## src/gelu_pkg.sv

```systemverilog
`timescale 1ns / 1ps
// ----------------------------------------------------------------------------
// gelu_pkg
// Shared widths, Q30 constants, stage payload types and fixed-point helpers
// for the erf-form GELU pipeline.
// ----------------------------------------------------------------------------
package gelu_pkg;

    localparam int DATA_WIDTH = 24;
    localparam int FRAC_BITS  = 16;
    localparam int TDATA_W    = ((DATA_WIDTH + 7) / 8) * 8;

    // restoring divider depth, one quotient bit per stage
    localparam int DIV_N = 31;
    // exp / polynomial stages
    localparam int ERF_N = 8;

    localparam logic [31:0] ONE_Q30       = 32'd1073741824;
    localparam logic [31:0] HALF_Q30      = 32'd536870912;
    localparam logic [31:0] SIXTH_Q30     = 32'd178956971;
    localparam logic [31:0] T24_Q30       = 32'd44739243;
    localparam logic [31:0] LN2_Q30       = 32'd744261118;
    localparam logic [31:0] P_Q30         = 32'd351748265;
    localparam logic [31:0] INV_SQRT2_Q30 = 32'd759250125;
    localparam logic [31:0] EXP_ROOT_Q30  = 32'd911952339;
    localparam logic [63:0] Z_LIMIT_Q28   = 64'd6 << 28;

    localparam logic signed [33:0] A1_Q30 = 34'sd273621191;
    localparam logic signed [33:0] A2_Q30 = -34'sd305476044;
    localparam logic signed [33:0] A3_Q30 = 34'sd1526231383;
    localparam logic signed [33:0] A4_Q30 = -34'sd1560310108;
    localparam logic signed [33:0] A5_Q30 = 34'sd1139675401;

    typedef struct packed {
        logic                  vld;
        logic                  last;
        logic                  neg;
        logic [DATA_WIDTH-1:0] ax;
        logic                  big;
        logic [35:0]           u;
        logic [29:0]           d;
    } front_t;

    typedef struct packed {
        logic                  vld;
        logic                  last;
        logic                  neg;
        logic [DATA_WIDTH-1:0] ax;
        logic                  big;
        logic [35:0]           u;
        logic [30:0]           t;
    } div_t;

    typedef struct packed {
        logic                  vld;
        logic                  last;
        logic                  neg;
        logic [DATA_WIDTH-1:0] ax;
        logic [30:0]           erfa;
    } erf_t;

    // unsigned Q30 product, round half up
    function automatic logic [31:0] umul30(input logic [31:0] a, input logic [31:0] b);
        logic [63:0] p;
        p = 64'(a) * 64'(b) + 64'd536870912;
        return p[61:30];
    endfunction

    // signed by non-negative Q30 product, rounded on the magnitude
    function automatic logic signed [33:0] smul30(input logic signed [33:0] a,
                                                  input logic [31:0] b);
        logic [33:0] ma;
        logic [65:0] p;
        logic [33:0] m;
        ma = a[33] ? 34'(-a) : 34'(a);
        p  = 66'(ma) * 66'(b) + 66'd536870912;
        m  = p[63:30];
        return a[33] ? -$signed(m) : $signed(m);
    endfunction

    // 2^-(i/8) in Q30
    function automatic logic [31:0] pow2_tbl(input logic [2:0] i);
        logic [31:0] r;
        case (i)
            3'd0:    r = 32'd1073741824;
            3'd1:    r = 32'd984625594;
            3'd2:    r = 32'd902905651;
            3'd3:    r = 32'd827968132;
            3'd4:    r = 32'd759250125;
            3'd5:    r = 32'd696235434;
            3'd6:    r = 32'd638450708;
            default: r = 32'd585461881;
        endcase
        return r;
    endfunction

endpackage

```

## src/gelu_front.sv

```systemverilog
`timescale 1ns / 1ps
// ----------------------------------------------------------------------------
// gelu_front
// Three stages: magnitude, scaled arguments z and v, then the exp exponent u
// and the divisor d = 1 + p*z.
// ----------------------------------------------------------------------------
module gelu_front (
    input  logic                            aclk,
    input  logic                            aresetn,
    input  logic                            en,
    input  logic                            in_vld,
    input  logic [gelu_pkg::DATA_WIDTH-1:0] x,
    input  logic                            in_last,
    output gelu_pkg::front_t                f_o
);

    logic                            a_vld_reg;
    logic                            a_last_reg;
    logic                            a_neg_reg;
    logic [gelu_pkg::DATA_WIDTH-1:0] a_ax_reg;

    logic                            b_vld_reg;
    logic                            b_last_reg;
    logic                            b_neg_reg;
    logic [gelu_pkg::DATA_WIDTH-1:0] b_ax_reg;
    logic                            b_big_reg;
    logic [30:0]                     b_z_reg;
    logic [30:0]                     b_v_reg;

    gelu_pkg::front_t                c_reg;
    gelu_pkg::front_t                c_next;

    logic                            a_neg_next;
    logic [gelu_pkg::DATA_WIDTH-1:0] a_ax_next;
    logic [63:0]                     rnd;
    logic [63:0]                     z_full;
    logic [63:0]                     v_full;
    logic [63:0]                     vv;
    logic [63:0]                     pz;

    assign a_neg_next = x[gelu_pkg::DATA_WIDTH-1];
    assign a_ax_next  = a_neg_next ? gelu_pkg::DATA_WIDTH'(-x) : x;

    assign rnd    = 64'd1 << (gelu_pkg::FRAC_BITS + 1);
    assign z_full = (64'(a_ax_reg) * 64'(gelu_pkg::INV_SQRT2_Q30) + rnd)
                    >> (gelu_pkg::FRAC_BITS + 2);
    assign v_full = (64'(a_ax_reg) * 64'(gelu_pkg::EXP_ROOT_Q30) + rnd)
                    >> (gelu_pkg::FRAC_BITS + 2);

    assign vv = 64'(b_v_reg) * 64'(b_v_reg) + 64'd33554432;
    assign pz = 64'(gelu_pkg::P_Q30) * 64'(b_z_reg) + 64'd536870912;

    always_comb begin
        c_next      = '0;
        c_next.vld  = b_vld_reg;
        c_next.last = b_last_reg;
        c_next.neg  = b_neg_reg;
        c_next.ax   = b_ax_reg;
        c_next.big  = b_big_reg;
        c_next.u    = vv[61:26];
        c_next.d    = 30'(64'd268435456 + (pz >> 30));
    end

    always_ff @(posedge aclk) begin
        if (!aresetn) begin
            a_vld_reg <= 1'b0;
            b_vld_reg <= 1'b0;
            c_reg.vld <= 1'b0;
        end else if (en) begin
            a_vld_reg  <= in_vld;
            a_last_reg <= in_last;
            a_neg_reg  <= a_neg_next;
            a_ax_reg   <= a_ax_next;

            b_vld_reg  <= a_vld_reg;
            b_last_reg <= a_last_reg;
            b_neg_reg  <= a_neg_reg;
            b_ax_reg   <= a_ax_reg;
            b_big_reg  <= (z_full >= gelu_pkg::Z_LIMIT_Q28);
            b_z_reg    <= z_full[30:0];
            b_v_reg    <= v_full[30:0];

            c_reg      <= c_next;
        end
    end

    assign f_o = c_reg;

endmodule

```

## config.mk

```make
export PLATFORM = sky130hd
export DESIGN_NAME = gelu_front
export DESIGN_NICKNAME = d
export VERILOG_FILES = /design/src/gelu_pkg.sv /design/src/gelu_front.sv
export SDC_FILE = /design/constraint.sdc
export NUM_CORES = 2
export LEC_CHECK = 0
export ABC_AREA = 0
export BUFFER_PORTS_ARGS = -buffer_cell sky130_fd_sc_hd__buf_4
export CELL_PAD_IN_SITES_DETAIL_PLACEMENT = 1
export CELL_PAD_IN_SITES_GLOBAL_PLACEMENT = 2
export CORE_MARGIN = 5
export CORE_UTILIZATION = 40
export CTS_BUF_LIST = sky130_fd_sc_hd__clkbuf_4 sky130_fd_sc_hd__clkbuf_8 sky130_fd_sc_hd__clkbuf_16
export DETAILED_ROUTE_END_ITERATION = 10
export GPL_ROUTABILITY_DRIVEN = 0
export PLACE_DENSITY = 0.86
export RECOVER_POWER = 100
export SLEW_MARGIN = 20
export SYNTH_ARGS = -nofsm -noshare
export SYNTH_HDL_FRONTEND = slang
export SYNTH_SLANG_ARGS = --single-unit
```

## constraint.sdc

```tcl
create_clock -name aclk -period 16.7 [get_ports aclk]
set_input_delay 3.34 -clock aclk [delete_from_list [all_inputs] [get_ports aclk]]
set_output_delay 3.34 -clock aclk [all_outputs]
set_load 0.005 [all_outputs]
```

======== Word-level counts from Yosys, hierarchy flattened ========
Cells that the tools add are included.
W data, S select, Z words.
storage, ports and cells
  output and inout bits ................... 94
  register bits ........................... 211
  input port bits ......................... 29
  word-level logic and storage cells ...... 32
operators by class
  multipliers ............................. 4
  order comparisons ....................... 1
  $add $sub $neg .......................... 6
  reductions and logical operators ........ 1
  muxes and demuxes ....................... 1
operators with widths
  operator                  number
  $add A62 B26 Y62 const B  1
  $mul A31 B31 Y62          1
  $add A60 B30 Y60 const B  1
  $mul A29 B31 Y60 const A  1
  $add A54 B18 Y55 const B  1
  $mul A24 B30 Y54 const B  1
  $add A49 B18 Y49 const B  1
  $mul A24 B30 Y49 const B  1
  $ge A37 B31 Y1 const B    1
  $add A29 B30 Y30 const A  1
  $neg A24 Y24              1
  $mux W23                  1
  $reduce_and A2 Y1         1

======== Logic depth before layout (Yosys ltp) ========
  depth after elaboration ................. 3
  gate-level depth with buffers ........... 31
  gate-level depth less buffers ........... 29

======== Least setup slack after synthesis ========
No wires, ideal clock.
  path kind ............................... input to register
  start ................................... input port en
  end ..................................... register a_ax_reg[0] (netlist bit), enable pin
  cell stages on the path ................. 1
  setup time .............................. 593 ps
  arrival time ............................ 8,056 ps
  slack ................................... 8,051 ps
  buffers on the path ..................... 0
  data required time ...................... 16,107 ps
  path through ............................ and2_1
on the way
  cells in the longest elaborated chain, start to end .. 1
ends and longest elaborated chain
  item                                line              text
  from (decl)                         gelu_front.sv:10  input logic en,
  $reduce_and A2 Y1 (no source line)  --
  to (signal assigned)                gelu_front.sv:73  a_ax_reg <= a_ax_next;
  to (decl)                           gelu_front.sv:20  logic [gelu_pkg::DATA_WIDTH-1:0] a_ax_reg;
Every way passes these cells.
A chain may end at the register's enable or synchronous reset.

======== Worst setup path after layout ========
  start ................................... input port en
  end ..................................... register a_ax_reg[16] (netlist bit), enable pin
Same word-level chain as after synthesis.

==> impl_metrics.tcl <==
set metrics [dict create \
    rows 153 \
    die_w_um 428 \
    layout_commonest_cell "inv_1" \
    syn_inst 6675 \
    critical_path_arrival_ns 11.62 \
    clock_latency_ns 0.66 \
    dp_hpwl_mm 177 \
    grt_max_degree 65 \
    routed_via_density 5.10 \
    portBuffers 122 \
    post-place-ws_ns 7.66 \
    synthMuxAreaShare_pct 0.102 \
    pin_count 123 \
    timing.final.max_slew_violations 310 \
    setup_tns_ns 0 \
    worst_setup_path_end_kind "flip-flop" \
    cts_tree "done" \
    start_util_pct 40.2 \
    antenna_found_initial 6 \
    grt_setup_unrepaired "false" \
    grt.overflow.total 0 \
    route.antenna.remaining_nets 0 \
    core_area_um2 174000 \
    path_max_fanout 54 \
    postCtsSetupBuffers 0 \
    maxCapViolCount 12 \
    final_cell_mix "inv_1, fa_1, ha_1" \
    required_ns 16.88 \
    synth_compound_area_share_pct 4.32 \
    setup_ws_ns 5.26 \
    final_nets 9586 \
    clock_skew_ns 0.0516 \
    synth_warnings 0 \
    setup_viol 0 \
    wl_mm 208 \
    layout_min_cycle_time_ns 11.44 \
    clock-root-buffer "clkbuf_16" \
    cts_resized 0 \
    routedWlPerCell_um 22.8 \
    synthTopCellsByArea "fa_1, ha_1, inv_1, edfxtp_1, nand2_1" \
    syn-num-nets 9471 \
    htree_levels 2 \
    synth_area_um2 69900 \
    min_path_type "flip-flop to flip-flop" \
    fin_crit_sh_pct 68.5 \
    synth_top_area_share_pct 45.4 \
    tightestPinTransition_ns 4.76 \
    yosysTopAreaCell "fa_1" \
    die_y_um 428 \
    numCtsBuffers 36 \
    drc 0 \
    vias 46600 \
    die-area_um2 183000 \
    grt_pass1_wl_mm 324 \
    postSynth.asyncResetShare_pct 0 \
    syn_avg_cell_area_um2 10.5 \
    ys_seq_area_share_pct 9.02 \
    grt_pass1_vias 54800 \
    synth-xor-area-share_pct 2.24 \
    relSlewSlack_pct -217 \
    drive_above_1_share_pct 3.40 \
    fmax_mhz 87.4 \
    status "complete, but fails checks" \
    largest_reg_flops 94 \
    synth_top_family_by_area "adder cells" \
    drtIter0Drc 2724 \
    clk_pin_slew_ns 0.07 \
    grt_usage_pct 23.1 \
    clockBufferDepth 3 \
    clkSinkCount 211 \
    postCtsHoldBufs 0 \
    hold_viol_final 0 \
    ys.flop_type "edfxtp_1" \
    synth.distinct_cells 88 \
    syn_to_final_growth_pct 6.93 \
    detail_route.first_pass.iterations 5 \
    synth_simple_gate_area_share_pct 5.78 \
    start_kind "primary input" \
    synth_edf_count 208 \
    synthAdderAreaFrac_pct 66.5 \
    crit_type "primary input to flip-flop" \
    violations "capacitance limit, slew limit" \
    synth-seq-cells 211 \
]
routing by layer:
layer | vias up | share of wire (%) | wire, um | global-route usage, %
li1 | 20300 | - | - | -
met1 | 24500 | 41 | 85100 | 29.9
met2 | 1320 | 48 | 99800 | 38.9
met3 | 437 | 6.2 | 13000 | 3.70
met4 | 2 | 5.0 | 10400 | 9.07
met5 | - | 0.00048 | 1 | 0
critical path, cell delays in order:
cell and delay (ns):
clkbuf_1 0.20, and2_0 3.41, clkbuf_1 2.65, clkbuf_1 1.90
synthesized netlist by cell type, drive strengths merged (61+ instances only):
cell	number
a21o	84
a21oi	157
and2	175
clkbuf	90
edfxtp	208
fa	1585
ha	1182
inv	2121
nand2	316
nor2	141
o21ai	84
xnor2	118
xor2	61
final timing paths:
path	from	endpoint	slack, ns	cells past startpoint
max	en	a_ax_reg[16]	5.26	4
min	b_ax_reg[12]	f_o[79]	0.40	0
max reg2reg	b_v_reg[6]	f_o[62]	5.26	26
min reg2reg	b_ax_reg[12]	f_o[79]	0.40	0
stage by stage:
step	cells	cell area [um2]	hold WS [ns]	utilization (%)
floorplan	6675	69900	0.400	-
global placement	9077	73800	0.403	42.4
detailed placement	9077	73800	0.406	42.4
CTS	9143	75000	0.408	43.2
global route	9143	74700	0.415	43.0
finish	9144	74700	0.405	43.0
cells by family after synthesis:
family,after synthesis
multiplexers,7
buffers and inverters,2227
AO/OA/AOI/OAI,459
AND/OR/NAND/NOR,825
XOR/XNOR,179
adder cells (fa/ha/maj),2767
flip-flops,211
final cells by class:
cell class	count	area, um2
multi-input combinational	4237	55100
clock buffer	41	973
clock inverter	25	283
sequential	211	6310
fill	19500	99100
tap	2325	2910
inverter	2127	7980
antenna	1	2.50
timing repair buffer	177	1160
Power is left out: the tool's default activity adds up to more than one toggle a clock period on the data nets, which glitch-free logic cannot reach.
