### src/gelu_pkg.sv
`timescale 1ns / 1ps
// ----------------------------------------------------------------------------
// gelu_pkg
// Shared widths, Q30 constants, stage payload types and fixed-point helpers
// for the erf-form GELU pipeline.
// ----------------------------------------------------------------------------
package gelu_pkg;

    localparam int DATA_WIDTH = 24;
    localparam int FRAC_BITS  = 16;
    localparam int TDATA_W    = ((DATA_WIDTH + 7) / 8) * 8;

    // restoring divider depth, one quotient bit per stage
    localparam int DIV_N = 31;
    // exp / polynomial stages
    localparam int ERF_N = 8;

    localparam logic [31:0] ONE_Q30       = 32'd1073741824;
    localparam logic [31:0] HALF_Q30      = 32'd536870912;
    localparam logic [31:0] SIXTH_Q30     = 32'd178956971;
    localparam logic [31:0] T24_Q30       = 32'd44739243;
    localparam logic [31:0] LN2_Q30       = 32'd744261118;
    localparam logic [31:0] P_Q30         = 32'd351748265;
    localparam logic [31:0] INV_SQRT2_Q30 = 32'd759250125;
    localparam logic [31:0] EXP_ROOT_Q30  = 32'd911952339;
    localparam logic [63:0] Z_LIMIT_Q28   = 64'd6 << 28;

    localparam logic signed [33:0] A1_Q30 = 34'sd273621191;
    localparam logic signed [33:0] A2_Q30 = -34'sd305476044;
    localparam logic signed [33:0] A3_Q30 = 34'sd1526231383;
    localparam logic signed [33:0] A4_Q30 = -34'sd1560310108;
    localparam logic signed [33:0] A5_Q30 = 34'sd1139675401;

    typedef struct packed {
        logic                  vld;
        logic                  last;
        logic                  neg;
        logic [DATA_WIDTH-1:0] ax;
        logic                  big;
        logic [35:0]           u;
        logic [29:0]           d;
    } front_t;

    typedef struct packed {
        logic                  vld;
        logic                  last;
        logic                  neg;
        logic [DATA_WIDTH-1:0] ax;
        logic                  big;
        logic [35:0]           u;
        logic [30:0]           t;
    } div_t;

    typedef struct packed {
        logic                  vld;
        logic                  last;
        logic                  neg;
        logic [DATA_WIDTH-1:0] ax;
        logic [30:0]           erfa;
    } erf_t;

    // unsigned Q30 product, round half up
    function automatic logic [31:0] umul30(input logic [31:0] a, input logic [31:0] b);
        logic [63:0] p;
        p = 64'(a) * 64'(b) + 64'd536870912;
        return p[61:30];
    endfunction

    // signed by non-negative Q30 product, rounded on the magnitude
    function automatic logic signed [33:0] smul30(input logic signed [33:0] a,
                                                  input logic [31:0] b);
        logic [33:0] ma;
        logic [65:0] p;
        logic [33:0] m;
        ma = a[33] ? 34'(-a) : 34'(a);
        p  = 66'(ma) * 66'(b) + 66'd536870912;
        m  = p[63:30];
        return a[33] ? -$signed(m) : $signed(m);
    endfunction

    // 2^-(i/8) in Q30
    function automatic logic [31:0] pow2_tbl(input logic [2:0] i);
        logic [31:0] r;
        case (i)
            3'd0:    r = 32'd1073741824;
            3'd1:    r = 32'd984625594;
            3'd2:    r = 32'd902905651;
            3'd3:    r = 32'd827968132;
            3'd4:    r = 32'd759250125;
            3'd5:    r = 32'd696235434;
            3'd6:    r = 32'd638450708;
            default: r = 32'd585461881;
        endcase
        return r;
    endfunction

endpackage

### src/gelu_out.sv
`timescale 1ns / 1ps
// ----------------------------------------------------------------------------
// gelu_out
// Final scale y = x*(1+erf)/2 with sign restore, then the output register
// and a one-entry skid buffer that drives the pipeline advance.
// ----------------------------------------------------------------------------
module gelu_out (
    input  logic                          aclk,
    input  logic                          aresetn,
    input  gelu_pkg::erf_t                e_i,
    input  logic                          m_tready,
    output logic                          en,
    output logic                          m_tvalid,
    output logic [gelu_pkg::TDATA_W-1:0]  m_tdata,
    output logic                          m_tlast
);

    logic                            y_vld_reg;
    logic                            y_last_reg;
    logic [gelu_pkg::DATA_WIDTH-1:0] y_reg;

    logic                            o_vld_reg;
    logic                            o_last_reg;
    logic [gelu_pkg::DATA_WIDTH-1:0] o_y_reg;

    logic                            k_vld_reg;
    logic                            k_last_reg;
    logic [gelu_pkg::DATA_WIDTH-1:0] k_y_reg;

    logic [31:0]                     g;
    logic [63:0]                     prod;
    logic [gelu_pkg::DATA_WIDTH-1:0] ym;
    logic [gelu_pkg::DATA_WIDTH-1:0] y_next;
    logic                            push;

    assign g      = e_i.neg ? gelu_pkg::ONE_Q30 - 32'(e_i.erfa)
                            : gelu_pkg::ONE_Q30 + 32'(e_i.erfa);
    assign prod   = 64'(e_i.ax) * 64'(g) + 64'(gelu_pkg::ONE_Q30);
    assign ym     = gelu_pkg::DATA_WIDTH'(prod >> 31);
    assign y_next = e_i.neg ? gelu_pkg::DATA_WIDTH'(-ym) : ym;

    assign en   = ~k_vld_reg;
    assign push = en & y_vld_reg;

    always_ff @(posedge aclk) begin
        if (!aresetn) begin
            y_vld_reg <= 1'b0;
        end else if (en) begin
            y_vld_reg  <= e_i.vld;
            y_last_reg <= e_i.last;
            y_reg      <= y_next;
        end
    end

    always_ff @(posedge aclk) begin
        if (!aresetn) begin
            o_vld_reg <= 1'b0;
            k_vld_reg <= 1'b0;
        end else if (k_vld_reg) begin
            if (m_tready) begin
                o_y_reg    <= k_y_reg;
                o_last_reg <= k_last_reg;
                k_vld_reg  <= 1'b0;
            end
        end else if (push) begin
            if (!o_vld_reg || m_tready) begin
                o_y_reg    <= y_reg;
                o_last_reg <= y_last_reg;
                o_vld_reg  <= 1'b1;
            end else begin
                // output still held, park the item
                k_y_reg    <= y_reg;
                k_last_reg <= y_last_reg;
                k_vld_reg  <= 1'b1;
            end
        end else if (m_tready) begin
            o_vld_reg <= 1'b0;
        end
    end

    assign m_tvalid = o_vld_reg;
    assign m_tdata  = gelu_pkg::TDATA_W'(o_y_reg);
    assign m_tlast  = o_last_reg;

endmodule

### config.mk
export PLATFORM = sky130hd
export DESIGN_NAME = gelu_out
export DESIGN_NICKNAME = d
export VERILOG_FILES = /design/src/gelu_pkg.sv /design/src/gelu_out.sv
export SDC_FILE = /design/constraint.sdc
export NUM_CORES = 2
export LEC_CHECK = 0
export ABC_AREA = 1
export BUFFER_PORTS_ARGS = -buffer_cell sky130_fd_sc_hd__buf_2
export CAP_MARGIN = 20
export CORE_MARGIN = 1.5
export CORE_UTILIZATION = 40
export CTS_CLUSTER_SIZE = 28
export DETAILED_ROUTE_END_ITERATION = 10
export GPL_TIMING_DRIVEN = 0
export PLACE_DENSITY_LB_ADDON = 0.1
export SKIP_LAST_GASP = 1
export SLEW_MARGIN = 30
export SYNTH_ARGS = -nofsm -noshare
export SYNTH_HDL_FRONTEND = slang
export SYNTH_SLANG_ARGS = --single-unit
### constraint.sdc
create_clock -name aclk -period 13 [get_ports aclk]
set_input_delay 0.65 -clock aclk [delete_from_list [all_inputs] [get_ports aclk]]
set_output_delay 0.65 -clock aclk [all_outputs]
set_load 0.01 [all_outputs]
-- Yosys cells after proc, flatten, opt, wreduce, memory -nomap -nowiden
Cells that the tools add are included.
- multiply operators: 1
- shift operators: 0
- eq/ne operators: 2
- divide/modulo/power cells: 0
- bitwise logic cells: 3
- reduce and logical (&&, ||, !) cells: 9
- add/sub/neg operators: 4
- magnitude comparators: 0
- multiplexer cells: 17
- operator list (operator ; number):
    $mux 24 ; 5
    $add 55x31->55 const B ; 1
    $mul 24x32->55 ; 1
    $add 31x31->32 const A ; 1
    $mux 32 ; 1
    $sub 31x31->32 const A ; 1
    $neg 24->24 ; 1
    $mux 1 ; 11
    $reduce_and 4->1 ; 2
    $reduce_bool 2->1 ; 3
    $reduce_and 3->1 ; 1
    $ne 2x1->1 const B ; 1
    $ne 2x2->1 const B ; 1
    $not 1->1 ; 2
    $reduce_and 2->1 ; 1
    $and 1x1->1 ; 1
    $logic_not 1->1 ; 1
    $logic_or 1x1->1 ; 1
- register bits: 78
- input bits: 61
- bits in latches: 0
- output and inout bits: 27
- bits in writable memories: 0
- word-level logic and storage cells: 45
- bits in read-only memories: 0
- memories: 0

-- Longest topological paths before layout
- word-level depth: 6
- gate-level depth with buffers: 50

-- Worst setup path after synthesis
OpenSTA, ideal clock, no wires.
- path kind: input to register
- start: in e_i[0] in the netlist's numbering
- end: reg y_reg[22] in the netlist's numbering, data pin
- setup slack: 4.660 ns
- data required time: 12.751 ns
- data arrival time: 8.091 ns
- stages on the path: 39
- buffers on the path: 2
- cell sequence: buf_2 -> inv_2 -> ha_1 -> inv_1 -> nor2_1 -> nand3_1 -> o31ai_1 -> o21ai_0 -> xor2_1 -> clkbuf_1 -> nand2_1 -> fa_1 -> inv_1 -> fa_1 -> inv_1 -> fa_1 -> inv_1 -> fa_1 -> (+3 left out) -> fa_1 -> inv_1 -> ha_1 -> nand2_1 -> nor2_1 -> nand2_1 -> nor3_1 -> nand2_2 -> nand3_4 -> xor2_4 -> ha_1 -> nand3_2 -> nor2_2 -> nand2_1 -> nand2_2 -> nand3_1 -> nand2_1 -> inv_1
- cells in the longest elaborated chain, start to end: 6
- elaborated cells on any way between the ends: 7
- classes of those cells: add/sub (4); mul (1); mux (2)
- ends and longest elaborated chain (what ; line ; source):
    start, declared ; gelu_out.sv:10 ; input gelu_pkg::erf_t e_i,
    $add 31x31->32 / $sub 31x31->32 (equally long branches) ; gelu_out.sv:37, gelu_out.sv:36 ;
    $mux 32 * ; gelu_out.sv:36 ; assign g = e_i.neg ? gelu_pkg::ONE_Q30 - 32'(e_i.erfa)
    $mul 24x32->55 * ; gelu_out.sv:38 ; assign prod = 64'(e_i.ax) * 64'(g) + 64'(gelu_pkg::ONE_Q30);
    $add 55x31->55 * ; gelu_out.sv:38 ;
    $neg 24->24 ; gelu_out.sv:40 ; assign y_next = e_i.neg ? gelu_pkg::DATA_WIDTH'(-ym) : ym;
    $mux 24 * ; gelu_out.sv:40 ;
    named net y_next (one bit) ; gelu_out.sv:33 ; logic [gelu_pkg::DATA_WIDTH-1:0] y_next;
    end signal, assigned ; gelu_out.sv:51 ; y_reg <= y_next;
    end, declared ; gelu_out.sv:20 ; logic [gelu_pkg::DATA_WIDTH-1:0] y_reg;
The timed path passes the listed nets; every way through them passes the cells marked *.
A chain may end at the register's enable or synchronous reset.

-- Worst setup path in the final report
- start: in e_i[1] in the netlist's numbering
- end: reg y_reg[12] in the netlist's numbering, data pin
The elaborated chain is that of the path after synthesis.

==> flow_metrics.env <==
export IMPL_status="completed"
export IMPL_finalHoldViolCount=0
export IMPL_drc_errors=0
export IMPL_final_nets=4921
export IMPL_final_cell_mix="nand2_1, inv_1, fa_1, nor2_1, ha_1"
export IMPL_maxSlewViolCount=0
export IMPL_finalSetupViolations=0
export IMPL_cts_resized_gates=0
export IMPL_hp_class="register to register"
export IMPL_gr_total_overflow=0
export IMPL_io_pins=88
export IMPL_hold_buffers=0
export IMPL_fin_hold_ws_ns=0.451
export IMPL_fin_setup_tns_ns=0
export IMPL_grt_pass1_vias=26000
export IMPL_synth_area_um2=29900
export IMPL_cp_num_buf_inv=11
export IMPL_end_kind="register"
export IMPL_fp_dieW_um=277
export IMPL_routedWlPerCell_um=22.7
export IMPL_arrival_ns=10.36
export IMPL_synth_edf_count=75
export IMPL_cpPeakStageDelay_ns=0.82
export IMPL_synth_main_ff_cell="edfxtp_1"
export IMPL_syn_nets=4827
export IMPL_clock_fmax_mhz=97.1
export IMPL_dieArea_um2=76500
export IMPL_h_tree_depth=3
export IMPL_synth_seq_cells=78
export IMPL_die_height_um=277
export IMPL_initial_utilization_pct=40.3
export IMPL_cts_tree="yes"
export IMPL_post_cts_buffers=0
export IMPL_async_reset_ff_share_pct=0
export IMPL_totalWireLength_um=113000
export IMPL_clkSlewWorstSetupHoldPaths_ns=0.06
export IMPL_path_class="input pin to register"
export IMPL_yosysWarnings=0
export IMPL_io_buffers=76
export IMPL_critPathTopFamily="adder cells"
export IMPL_slew_headroom_pct=25.4
export IMPL_path_max_fanout=10
export IMPL_worstPathRequired_ns=13.05
export IMPL_drive_above_1_share_pct=4.77
export IMPL_clock_latency_ns=0.33
export IMPL_avgSynthCellArea_um2=7.67
export IMPL_grt_max_degree=24
export IMPL_grt_pass1_wl_um=170000
export IMPL_drt_iter0_drc=1905
export IMPL_cap_violations=0
export IMPL_clock_tree_buffer_depth=2
export IMPL_numPlacedInstances=4958
export IMPL_num_rows=100
export IMPL_startpoint_type="input pin"
export IMPL_ys_seq_area_share_pct=7.72
export IMPL_syn_inst=3906
export IMPL_crit_top_cell="inv_1"
export IMPL_grt_usage_pct=30.3
export IMPL_rsz0062_at_grt="no"
export IMPL_timing_final_crit_share_pct=79.2
export IMPL_yosys_cell_types_count=39
export IMPL_worst_slew_pin_slew_ns=1.12
export IMPL_layout_commonest_cell="nand2_1"
export IMPL_dp_hpwl_um=97500
export IMPL_drt_pre_antenna_iters=5
export IMPL_antenna_found_initial=5
export IMPL_min_period_ns=10.30
export IMPL_slowest_stage="xor2_1"
export IMPL_stdcell_count=4977
export IMPL_vias=25000
export IMPL_gp_congestion=1.00
export IMPL_ant_nets=0
export IMPL_core_um2=74300
export IMPL_syn2layout_area_growth_pct=6.68
export IMPL_final_setup_skew_ns=0.00664
export IMPL_cts_inserted_buffers=9
export IMPL_cts_sinks=78
export IMPL_vias_per_cell=5.02
export IMPL_root_buffer="clkbuf_16"
-- Yosys cell counts, types with 12 or more instances --
library cell | count | area [um2]
nor2_1 | 470 | 1760
nand4_1 | 23 | 144
xor2_1 | 18 | 158
nor3_1 | 19 | 95.1
buf_2 | 12 | 60.1
clkbuf_1 | 117 | 439
nand2_2 | 25 | 156
edfxtp_1 | 75 | 2250
inv_1 | 979 | 3670
fa_1 | 656 | 13100
ha_1 | 204 | 2550
nand3_1 | 90 | 450
a21oi_1 | 55 | 275
o21ai_0 | 28 | 140
nand2_1 | 1030 | 3870
-- final timing paths --
kind / startpoint / endpoint / slack (ns) / cells past startpoint
min: y_reg[3] / k_y_reg[3] / 0.45 / 0
min reg2reg: y_reg[3] / k_y_reg[3] / 0.45 / 0
max reg2reg: k_vld_reg / m_tdata[5] / 10.97 / 4
max: e_i[1] / y_reg[12] / 2.70 / 38
-- metrics by stage --
step	area (um2)	setup slack [ns]	utilization, %
2_1_floorplan	29900	4.66	-
3_3_place_gp	31500	2.42	42.4
3_5_place_dp	31600	2.44	42.6
4_1_cts	31900	2.76	43.0
5_1_grt	31900	2.11	43.0
6_report	31900	2.70	43.0
-- metal layers --
layer	track usage (%)	vias to the layer above	share of wire [%]
met2	47.9	905	45
met3	4.83	196	7.2
met4	11.7	6	4.9
li1	-	11400	-
met1	42.0	12500	43
met5	0	-	0.031
-- cell families after synthesis --
group	share of synthesized area (%)
AND/OR/NAND/NOR	22.8
buffers and inverters	14.2
adder cells (fa/ha/maj)	52.4
AO/OA/AOI/OAI	1.96
flip-flops	7.72
XOR/XNOR	0.911
-- cell type report --
type                            instances  area [um2]
Buffer                                131         515
Sequential cell                        78        2310
Inverter                             1000        3750
Clock buffer                           10         229
Antenna cell                            3        7.51
Tap cell                              969        1210
Fill cell                            7935       42400
Timing Repair Buffer                   83         460
Multi-Input combinational cell       2697       23400
Clock inverter                          6        62.6
Power is left out: the tool's default activity adds up to more than one toggle a clock period on the data nets, which glitch-free logic cannot reach.
